==> src/hdl/sliding_window_rate_estimator_macros.svh <==
// Assertion macros shared by the rate estimator modules.
// Each macro expects signals named clk and rst_n in the including scope.
`ifndef SLIDING_WINDOW_RATE_ESTIMATOR_MACROS_SVH
`define SLIDING_WINDOW_RATE_ESTIMATOR_MACROS_SVH

// Checks that a condition holds at every clock edge outside reset.
`define SWRE_ASSERT(lbl, cond, msg) \
    lbl: assert property (@(posedge clk) disable iff (!rst_n) (cond)) else $error(msg);

// Checks that a trigger is followed in the next clock cycle by a consequence.
`define SWRE_ASSERT_NEXT(lbl, trig, cons, msg) \
    lbl: assert property (@(posedge clk) disable iff (!rst_n) (trig) |=> (cons)) \
        else $error(msg);

`endif

==> src/hdl/swre_pkg.sv <==
// Shared constants, register indexes and command types for the rate estimator.
// Depends on nothing; the controller, datapath and top-level files import it.
package swre_pkg;

    localparam int CAPACITY      = 64;
    localparam int INTERVAL_BITS = 32;

    localparam int IN_W     = 32;
    localparam int TPS_W    = 32;
    localparam int WL_W     = 7;
    localparam int CFG_W    = 32;
    localparam int CFG_IDX_W = 1;
    localparam int RATE_W   = 40;
    localparam int FRAC_BITS = 8;
    localparam int USER_W   = 2;

    localparam int DELTA_W  = (INTERVAL_BITS < IN_W) ? INTERVAL_BITS : IN_W;
    localparam int PTR_W    = (CAPACITY > 1) ? $clog2(CAPACITY) : 1;
    localparam int CNT_W    = $clog2(CAPACITY + 1);
    localparam int SUM_W    = DELTA_W + $clog2(CAPACITY);
    localparam int MULT_W   = CNT_W + 1;
    localparam int PROD_W   = MULT_W + TPS_W;
    localparam int NUM_W    = PROD_W + FRAC_BITS;
    localparam int DIV_CNT_W = $clog2(NUM_W);

    localparam logic [WL_W-1:0]  WL_RESET  = WL_W'(60);
    localparam logic [TPS_W-1:0] TPS_RESET = TPS_W'(1000000000);
    localparam logic [RATE_W-1:0] RATE_MAX = {RATE_W{1'b1}};

    localparam logic [CFG_IDX_W-1:0] CFG_WINDOW_LENGTH    = 1'b0;
    localparam logic [CFG_IDX_W-1:0] CFG_TICKS_PER_SECOND = 1'b1;

    typedef struct packed {
        logic load_in;
        logic update;
        logic mul;
        logic div_step;
        logic out_load;
    } swre_cmd_t;

    typedef struct packed {
        logic div_last;
    } swre_status_t;

endpackage

==> src/hdl/swre_datapath.sv <==
// Datapath of the rate estimator: interval ring, running sum, multiplier,
// serial restoring divider and output register. Depends on swre_pkg and the macros header.
module swre_datapath
(
    input  logic                          clk,
    input  logic                          rst_n,
    input  logic                          cfg_we,
    input  logic [swre_pkg::CFG_IDX_W-1:0] cfg_index,
    input  logic [swre_pkg::CFG_W-1:0]    cfg_data,
    input  logic [swre_pkg::IN_W-1:0]     in_data,
    input  swre_pkg::swre_cmd_t           cmd,
    output swre_pkg::swre_status_t        status,
    output logic [swre_pkg::RATE_W-1:0]   rate_q8,
    output logic                          zero_sum,
    output logic                          evicted_valid
);
    import swre_pkg::*;
    `include "sliding_window_rate_estimator_macros.svh"

    logic [DELTA_W-1:0]   store_mem [CAPACITY];

    logic [WL_W-1:0]      window_length_reg;
    logic [TPS_W-1:0]     ticks_reg;
    logic [CNT_W-1:0]     fill_reg, fill_next;
    logic [PTR_W-1:0]     wp_reg, wp_next;
    logic [SUM_W-1:0]     sum_reg, sum_next;
    logic [DIV_CNT_W-1:0] cnt_reg, cnt_next;

    logic [DELTA_W-1:0]   delta_reg;
    logic [DELTA_W-1:0]   old_reg;
    logic                 evict_reg, evict_next;
    logic                 zero_reg;
    logic [NUM_W-1:0]     quo_reg;
    logic [SUM_W-1:0]     rem_reg;
    logic [RATE_W-1:0]    rate_out_reg;
    logic                 zero_out_reg;
    logic                 evict_out_reg;

    logic [CNT_W-1:0]     len;
    logic                 full;
    logic [MULT_W-1:0]    fill_plus;
    logic [PROD_W-1:0]    product;
    logic [SUM_W:0]       rem_shift;
    logic [SUM_W:0]       sum_ext;
    logic                 rem_ge;
    logic [RATE_W-1:0]    rate_sat;

    always_comb
    begin
        if (window_length_reg == '0)
        begin
            len = CNT_W'(1);
        end
        else if (32'(window_length_reg) > 32'(CAPACITY))
        begin
            len = CNT_W'(CAPACITY);
        end
        else
        begin
            len = CNT_W'(window_length_reg);
        end
    end

    assign full = (fill_reg >= len);

    always_comb
    begin
        fill_next  = fill_reg;
        wp_next    = wp_reg;
        sum_next   = sum_reg;
        evict_next = evict_reg;
        if (cmd.update)
        begin
            if (full)
            begin
                sum_next   = sum_reg + SUM_W'(delta_reg) - SUM_W'(old_reg);
                evict_next = 1'b1;
                if ((CNT_W'(wp_reg) + CNT_W'(1)) >= len)
                begin
                    wp_next = '0;
                end
                else
                begin
                    wp_next = wp_reg + PTR_W'(1);
                end
            end
            else
            begin
                sum_next   = sum_reg + SUM_W'(delta_reg);
                fill_next  = fill_reg + CNT_W'(1);
                evict_next = 1'b0;
            end
        end
    end

    assign fill_plus = MULT_W'(fill_reg) + MULT_W'(1);
    assign product   = PROD_W'(fill_plus) * PROD_W'(ticks_reg);

    assign rem_shift = {rem_reg, quo_reg[NUM_W-1]};
    assign sum_ext   = {1'b0, sum_reg};
    assign rem_ge    = (rem_shift >= sum_ext);

    always_comb
    begin
        if (zero_reg)
        begin
            rate_sat = RATE_MAX;
        end
        else if (quo_reg[NUM_W-1:RATE_W] != '0)
        begin
            rate_sat = RATE_MAX;
        end
        else
        begin
            rate_sat = quo_reg[RATE_W-1:0];
        end
    end

    always_comb
    begin
        cnt_next = cnt_reg;
        if (cmd.mul)
        begin
            cnt_next = DIV_CNT_W'(NUM_W - 1);
        end
        else if (cmd.div_step && (cnt_reg != '0))
        begin
            cnt_next = cnt_reg - DIV_CNT_W'(1);
        end
    end

    assign status.div_last = (cnt_reg == '0);

    always_ff @(posedge clk or negedge rst_n)
    begin
        if (!rst_n)
        begin
            window_length_reg <= WL_RESET;
            ticks_reg         <= TPS_RESET;
            fill_reg          <= '0;
            wp_reg            <= '0;
            sum_reg           <= '0;
            cnt_reg           <= '0;
            evict_reg         <= 1'b0;
        end
        else
        begin
            cnt_reg   <= cnt_next;
            evict_reg <= evict_next;
            if (cfg_we && (cfg_index == CFG_WINDOW_LENGTH))
            begin
                window_length_reg <= cfg_data[WL_W-1:0];
                fill_reg          <= '0;
                wp_reg            <= '0;
                sum_reg           <= '0;
            end
            else
            begin
                fill_reg <= fill_next;
                wp_reg   <= wp_next;
                sum_reg  <= sum_next;
            end
            if (cfg_we && (cfg_index == CFG_TICKS_PER_SECOND))
            begin
                ticks_reg <= cfg_data[TPS_W-1:0];
            end
        end
    end

    always_ff @(posedge clk)
    begin
        if (cmd.load_in)
        begin
            delta_reg <= in_data[DELTA_W-1:0];
            old_reg   <= store_mem[wp_reg];
        end
        if (cmd.update)
        begin
            if (full)
            begin
                store_mem[wp_reg] <= delta_reg;
            end
            else
            begin
                store_mem[fill_reg[PTR_W-1:0]] <= delta_reg;
            end
        end
    end

    always_ff @(posedge clk)
    begin
        if (cmd.mul)
        begin
            quo_reg  <= {product, FRAC_BITS'(0)};
            rem_reg  <= '0;
            zero_reg <= (sum_reg == '0);
        end
        else if (cmd.div_step)
        begin
            quo_reg <= {quo_reg[NUM_W-2:0], rem_ge};
            if (rem_ge)
            begin
                rem_reg <= SUM_W'(rem_shift - sum_ext);
            end
            else
            begin
                rem_reg <= rem_shift[SUM_W-1:0];
            end
        end
        if (cmd.out_load)
        begin
            rate_out_reg  <= rate_sat;
            zero_out_reg  <= zero_reg;
            evict_out_reg <= evict_reg;
        end
    end

    assign rate_q8       = rate_out_reg;
    assign zero_sum      = zero_out_reg;
    assign evicted_valid = evict_out_reg;

    `SWRE_ASSERT(a_fill_bounded, (fill_reg <= len) || $past(cfg_we), "fill count above window")
    `SWRE_ASSERT_NEXT(a_wp_wraps, cmd.update && full, (CNT_W'(wp_reg) < len), "pointer left window")

endmodule

==> src/hdl/swre_ctrl.sv <==
// Controller state machine of the rate estimator: sequences read, update,
// multiply, divide and output handover. Depends on swre_pkg and the macros header.
module swre_ctrl
(
    input  logic                   clk,
    input  logic                   rst_n,
    input  logic                   in_valid,
    output logic                   in_ready,
    output logic                   out_valid,
    input  logic                   out_ready,
    input  swre_pkg::swre_status_t status,
    output swre_pkg::swre_cmd_t    cmd
);
    import swre_pkg::*;
    `include "sliding_window_rate_estimator_macros.svh"

    localparam logic [2:0] S_IDLE   = 3'd0;
    localparam logic [2:0] S_UPDATE = 3'd1;
    localparam logic [2:0] S_MUL    = 3'd2;
    localparam logic [2:0] S_DIV    = 3'd3;
    localparam logic [2:0] S_DONE   = 3'd4;

    logic [2:0] state_reg, state_next;
    logic       out_valid_reg, out_valid_next;
    logic       can_load;

    assign in_ready = (state_reg == S_IDLE);
    assign can_load = !out_valid_reg || out_ready;

    always_comb
    begin
        state_next   = state_reg;
        cmd.load_in  = 1'b0;
        cmd.update   = 1'b0;
        cmd.mul      = 1'b0;
        cmd.div_step = 1'b0;
        cmd.out_load = 1'b0;
        case (state_reg)
            S_IDLE:
            begin
                if (in_valid)
                begin
                    cmd.load_in = 1'b1;
                    state_next  = S_UPDATE;
                end
            end
            S_UPDATE:
            begin
                cmd.update = 1'b1;
                state_next = S_MUL;
            end
            S_MUL:
            begin
                cmd.mul    = 1'b1;
                state_next = S_DIV;
            end
            S_DIV:
            begin
                cmd.div_step = 1'b1;
                if (status.div_last)
                begin
                    state_next = S_DONE;
                end
            end
            S_DONE:
            begin
                if (can_load)
                begin
                    cmd.out_load = 1'b1;
                    state_next   = S_IDLE;
                end
            end
            default:
            begin
                state_next = S_IDLE;
            end
        endcase
    end

    always_comb
    begin
        out_valid_next = out_valid_reg;
        if (cmd.out_load)
        begin
            out_valid_next = 1'b1;
        end
        else if (out_ready)
        begin
            out_valid_next = 1'b0;
        end
    end

    always_ff @(posedge clk or negedge rst_n)
    begin
        if (!rst_n)
        begin
            state_reg     <= S_IDLE;
            out_valid_reg <= 1'b0;
        end
        else
        begin
            state_reg     <= state_next;
            out_valid_reg <= out_valid_next;
        end
    end

    assign out_valid = out_valid_reg;

    `SWRE_ASSERT_NEXT(a_one_at_a_time, in_valid && in_ready, !in_ready, "second word taken")
    `SWRE_ASSERT_NEXT(a_div_ends, (state_reg == S_DIV) && status.div_last, (state_reg == S_DONE), "divider overran")
    `SWRE_ASSERT(a_out_from_done, !$rose(out_valid_reg) || ($past(state_reg) == S_DONE), "result without division")

endmodule

==> src/hdl/sliding_window_rate_estimator.sv <==
// Top level of the sliding-window rate estimator: joins controller and datapath.
// Depends on swre_pkg, swre_ctrl and swre_datapath.
//
//  Channel   Direction  Payload
//  s_*       in         tdata[31:0] interval_ticks
//  m_*       out        tdata[39:0] rate_q8, tuser[0] zero_sum, tuser[1] evicted_valid
//  cfg_*     in         index 0 window_length, index 1 ticks_per_second
//
// Each word passes from acceptance to a loaded result through the ring update, the multiply,
// the serial divider's quotient bits and the output load, in that order.
// The ring is read at the accepting edge, and a new word is taken only once the previous
// result sits in the output register, so no new word is taken while one is in flight.
// A stalled output holds the finished result in the controller's last state until taken.
// Reset is asynchronous and active low; it clears the window and restores register defaults.
module sliding_window_rate_estimator
(
    input  logic                           clk,
    input  logic                           rst_n,
    input  logic                           s_tvalid,
    output logic                           s_tready,
    input  logic [swre_pkg::IN_W-1:0]      s_tdata,   // interval_ticks
    output logic                           m_tvalid,
    input  logic                           m_tready,
    output logic [swre_pkg::RATE_W-1:0]    m_tdata,   // rate_q8
    output logic [swre_pkg::USER_W-1:0]    m_tuser,   // zero_sum, evicted_valid
    input  logic                           cfg_we,
    input  logic [swre_pkg::CFG_IDX_W-1:0] cfg_index,
    input  logic [swre_pkg::CFG_W-1:0]     cfg_data
);
    import swre_pkg::*;

    swre_cmd_t    cmd;
    swre_status_t status;
    logic         zero_sum;
    logic         evicted_valid;

    swre_ctrl u_ctrl
    (
        .clk       (clk),
        .rst_n     (rst_n),
        .in_valid  (s_tvalid),
        .in_ready  (s_tready),
        .out_valid (m_tvalid),
        .out_ready (m_tready),
        .status    (status),
        .cmd       (cmd)
    );

    swre_datapath u_datapath
    (
        .clk           (clk),
        .rst_n         (rst_n),
        .cfg_we        (cfg_we),
        .cfg_index     (cfg_index),
        .cfg_data      (cfg_data),
        .in_data       (s_tdata),
        .cmd           (cmd),
        .status        (status),
        .rate_q8       (m_tdata),
        .zero_sum      (zero_sum),
        .evicted_valid (evicted_valid)
    );

    assign m_tuser = {evicted_valid, zero_sum};

endmodule
==> config.mk <==
export PLATFORM = sky130hd
export DESIGN_NAME = sliding_window_rate_estimator
export DESIGN_NICKNAME = d
export VERILOG_FILES = /design/src/hdl/swre_pkg.sv /design/src/hdl/swre_datapath.sv /design/src/hdl/swre_ctrl.sv /design/src/hdl/sliding_window_rate_estimator.sv
export VERILOG_INCLUDE_DIRS = /design/src /design/src/hdl
export SDC_FILE = /design/constraint.sdc
export NUM_CORES = 2
export LEC_CHECK = 0
export BUFFER_PORTS_ARGS = -buffer_cell sky130_fd_sc_hd__buf_2
export CAP_MARGIN = 40
export CORE_MARGIN = 2
export CORE_UTILIZATION = 40
export DETAILED_ROUTE_END_ITERATION = 7
export SYNTH_ARGS = -nofsm -noshare
export SYNTH_HDL_FRONTEND = slang
export SYNTH_SLANG_ARGS = --single-unit
==> constraint.sdc <==
create_clock -name clk -period 5.6 [get_ports clk]
set_input_delay 0.28 -clock clk [delete_from_list [all_inputs] [get_ports clk]]
set_output_delay 0.28 -clock clk [all_outputs]
set_load 0.05 [all_outputs]
==> results.toml <==
[synthesis]
ys_seq_elements = 2342
synth-compound-area-share_pct = 7.39
synthAdderAreaFrac_pct = 5.69
async_flop_share_pct = 4.31
synth_area_sq_um = 104000
synth-simple-area-share_pct = 4.99
syn_inst = 6497
synth_edf_count = 2195
synth_ff_type = "edfxtp_1"
synth_top_family_by_area = "multiplexers"
synthMuxAreaShare_pct = 11.9
synth_warnings = 0
synth-xor-area-share_pct = 1.11
seq_area_frac_synth_pct = 66.7
ys_types = 76
synthesis.nets = 6930
syn_area_per_cell_sq_um = 16.0

[setup_path]
rrSetupSlack_ns = -0.09
crit_chain = "ha_4 > nand3_4 > nor2_4 > xor2_2 > buf_12 > and2_4 > fa_1 > fa_1 > fa_1 > fa_1 > ha_4 > a21o_1 > a21oi_2 > o21a_1 > o21ai_2 > o21a_1 > a21oi_4 > buf_6 > a21o_1 > a21boi_1 > or3_1 > a32o_1"
reg2reg_to = "u_datapath.quo_reg[39]$_DFFE_PN_"
cp.arrival_ns = 6.29
cp-start-kind = "register"
worst_ep_required_time_ns = 6.20
critical_path.max_fanout = 11
critPathCaptureType = "register"
r2r_start = "u_datapath.fill_reg[1]$_DFFE_PN0P_"
rr_worst_depth = 22
crit_type = "reg -> reg"
timing.critical_path.buf_inv = 2
critPathMaxStageDelay_ns = 0.57
cpMaxStageDelayCell = "fa_1"
critPathMostFrequentCell = "fa_1"
cp_top_family = "adder cells"

[placement]
hpwl_um = 178000
gp_congestion = 0.865
port_buffers = 113
placed_cells = 10000

[min_path]
min_to = "u_datapath.delta_reg[14]$_DFFE_PP_"
hold_path_class = "in -> reg"
hold_depth = 2
hp-start = "s_tdata[14]"

[floorplan]
io_pins = 114
std_cell_rows = 187
die_width_um = 514
core_area_sq_um = 259000
dieHeight_um = 514
dieArea_sq_um = 264000
initial_core_util_pct = 40.1

[status]
violations = "setup timing"
status = "finished with violations"

[pwr]
leakage_nw = 39.9
comb_power_share_pct = 32.3
power_mw = 54.3
p_sw_mw = 17.7
swShare_pct = 32.7
internal_power_mw = 36.5
ir_worst_vdd_mv = 0.399
clockPowerShare_pct = 28.9
p_per_area_nw_per_um2 = 449
p_seq_share_pct = 38.9

[clocking]
htree_num_levels = 4
clk_pin_slew_worst_paths_ns = 0.07
worstSkewPairLatency_ns = 0.91
cts_tree = "built"
cts.sinks = 2342
clockBufferDepth = 3
cts_root_buf = "clkbuf_16"
cts_made_buffers = 227

[run]
drv_cap = 0

[layout]
utilization_pct = 46.6
fill_cells = 22000
syn2layout_area_growth_pct = 16.2
multiInputGateArea_sq_um = 33500
largest_register_ffs = 2048
drive_gt1_share_pct = 19.5
nets = 7378
regArea_sq_um = 69400
layout.cells.non_filler = 10600

[timing]
relSlewSlack_pct = 36.8
min_period_ns = 5.69
slew_viol_final = 0
fin_crit_sh_pct = 102
hold_viol = 0
finClkSkew_ns = 0.137
holdWs_ns = 0.0830
finalSetupViolCount = 5
fmax_ghz = 0.176
grt_setup_unrepaired = "yes"
worst_slack_ns = -0.0949
worstMarginPinSlew_ns = 0.948

[routing]
wire_per_inst_um = 27.8
wl_um = 294000
first_pass_iters = 6
routed_via_density = 5.77
drc_errors = 0
final_antenna_net_count = 0
dr.first_iter.drc_count = 6482
vias = 60900

[global_routing]
grt_usage_pct = 21.9
grt_pass1_wl_um = 423000
grt_overflow = 0
grt_pass1_vias = 60800
grt_antenna_before_repair = 22
grt_max_degree = 115
==> synth_stat cells, types with 37 or more instances <==
master    count  area (sq um)
ha_1        180          2250
edfxtp_1   2195         65900
buf_1        81           304
nand3_1      43           215
xnor2_1      80           701
clkbuf_1    223           837
and2_1      125           782
o21ai_0     162           811
or2_2        44           275
a21o_1       74           556
a21oi_1     307          1540
a211oi_1     37           278
nor2_1      203           762
dfrtp_1      84          2100
fa_1        183          3660
mux4_2      315          7090
dfxtp_1      46           921
nor2b_1      87           544
o221ai_1    238          2080
nand2_1     408          1530
inv_1       253           950
o22ai_1     126           788
xor2_1       52           455
mux2i_1     489          4890
==> layout by cell type, fill, tap and decap left out, types with 46 or more instances in the layout <==
cell / synthesis / final
a21o_1: 74 / 74
a21oi_1: 307 / 290
and2_1: 125 / 120
buf_12: 0 / 62
buf_2: 29 / 112
buf_4: 2 / 295
clkbuf_16: 0 / 227
clkinv_1: 2 / 61
dfrtp_1: 84 / 78
dfxtp_1: 46 / 46
dlygate4sd3_1: 0 / 68
edfxtp_1: 2195 / 2195
fa_1: 183 / 183
ha_1: 180 / 164
inv_1: 253 / 252
mux2i_1: 489 / 489
mux4_2: 315 / 315
nand2_1: 408 / 407
nor2_1: 203 / 132
nor2_4: 0 / 67
nor2b_1: 87 / 77
o21ai_0: 162 / 148
o221ai_1: 238 / 238
o22ai_1: 126 / 126
xnor2_1: 80 / 79
xor2_1: 52 / 46
==> power by group through the flow <==
stage | Clock [mW] | Combinational (mW) | Sequential [mW]
6_report | 15.7 | 17.5 | 21.1
5_1_grt | 16.6 | 19.1 | 21.2
4_1_cts | 15.9 | 17.2 | 21.1
3_5_place_dp | 0 | 16.9 | 21.5
3_3_place_gp | 0 | 16.5 | 21.5
2_1_floorplan | 0 | 11.5 | 21.5
==> worst reg2reg max path, cell delays in order, from the launching register on <==
cell	delay (ns)
dfrtp_1	0.40
ha_4	0.19
nand3_4	0.13
nor2_4	0.12
xor2_2	0.21
buf_12	0.17
and2_4	0.14
fa_1	0.43
fa_1	0.54
fa_1	0.44
fa_1	0.57
ha_4	0.23
a21o_1	0.17
a21oi_2	0.15
o21a_1	0.14
o21ai_2	0.08
o21a_1	0.23
a21oi_4	0.21
buf_6	0.15
a21o_1	0.14
a21boi_1	0.07
or3_1	0.30
a32o_1	0.22
==> worst max path at each step <==
| stage | start | endpoint | slack, ns | depth (start not counted) |
|---|---|---|---|---|
| 4_1_cts | u_datapath.fill_reg[1]$_DFFE_PN0P_ | u_datapath.quo_reg[47]$_DFFE_PN_ | -0.1 | 21 |
| 5_1_grt | u_datapath.fill_reg[1]$_DFFE_PN0P_ | u_datapath.quo_reg[36]$_DFFE_PN_ | -0.34 | 22 |
| 6_report | u_datapath.fill_reg[1]$_DFFE_PN0P_ | u_datapath.quo_reg[39]$_DFFE_PN_ | -0.09 | 22 |
| 3_5_place_dp | u_datapath.fill_reg[1]$_DFFE_PN0P_ | u_datapath.quo_reg[46]$_DFFE_PN_ | -0.33 | 21 |
| 2_1_floorplan | u_datapath.fill_reg[1]$_DFFE_PN0P_ | u_datapath.quo_reg[39]$_DFFE_PN_ | -0.01 | 22 |
| 3_3_place_gp | u_datapath.fill_reg[1]$_DFFE_PN0P_ | u_datapath.quo_reg[47]$_DFFE_PN_ | -0.23 | 21 |
==> final cells by class <==
| class | count | share of cell area (%) |
|---|---|---|
| Antenna cell | 8 | 0.0166 |
| Clock buffer | 275 | 4.88 |
| Clock inverter | 151 | 1.47 |
| Inverter | 256 | 0.800 |
| Multi-Input combinational cell | 3564 | 27.7 |
| Sequential cell | 2342 | 57.5 |
| Tap cell | 3402 | 3.53 |
| Timing Repair Buffer | 554 | 4.13 |
==> kinds of logic after synthesis <==
group,after synthesis
AOI/OAI and AO/OA,1150
xor gates and xnor gates,132
adders and majority gates,363
buffers and inverters,591
DFF,2342
muxes,838
and+or+nand+nor,1081
==> repair_timing <==
item / 4_1_cts / 5_1_grt
resized for setup: 40 / 61
hold buffers: 69 / 0
setup endpoints to repair: 14 / 27
gates cloned: 0 / 1
hold endpoints to repair: 157 / 0
pin swaps: 10 / 15
buffers inserted: 2 / 13
==> per-stage QoR <==
| step | setup slack [ns] | cell area, sq um | setup TNS (ns) |
|---|---|---|---|
| 6_report | -0.0949 | 121000 | -0.355 |
| 5_1_grt | -0.336 | 121000 | -2.92 |
| 4_1_cts | -0.0966 | 120000 | -0.531 |
| 3_5_place_dp | -0.327 | 112000 | -2.05 |
| 3_3_place_gp | -0.226 | 111000 | -1.23 |
| 2_1_floorplan | -0.0119 | 104000 | -0.0303 |
==> per-layer routing <==
metal | share of wire (%) | GRT usage (%) | vias to the layer above
met5 | 0.031 | 0 | -
met4 | 2.7 | 5.88 | 14
met3 | 8.3 | 4.22 | 414
met2 | 47 | 35.4 | 2275
met1 | 42 | 30.5 | 31900
li1 | - | - | 26300
Power figures use the tool's default switching activity.
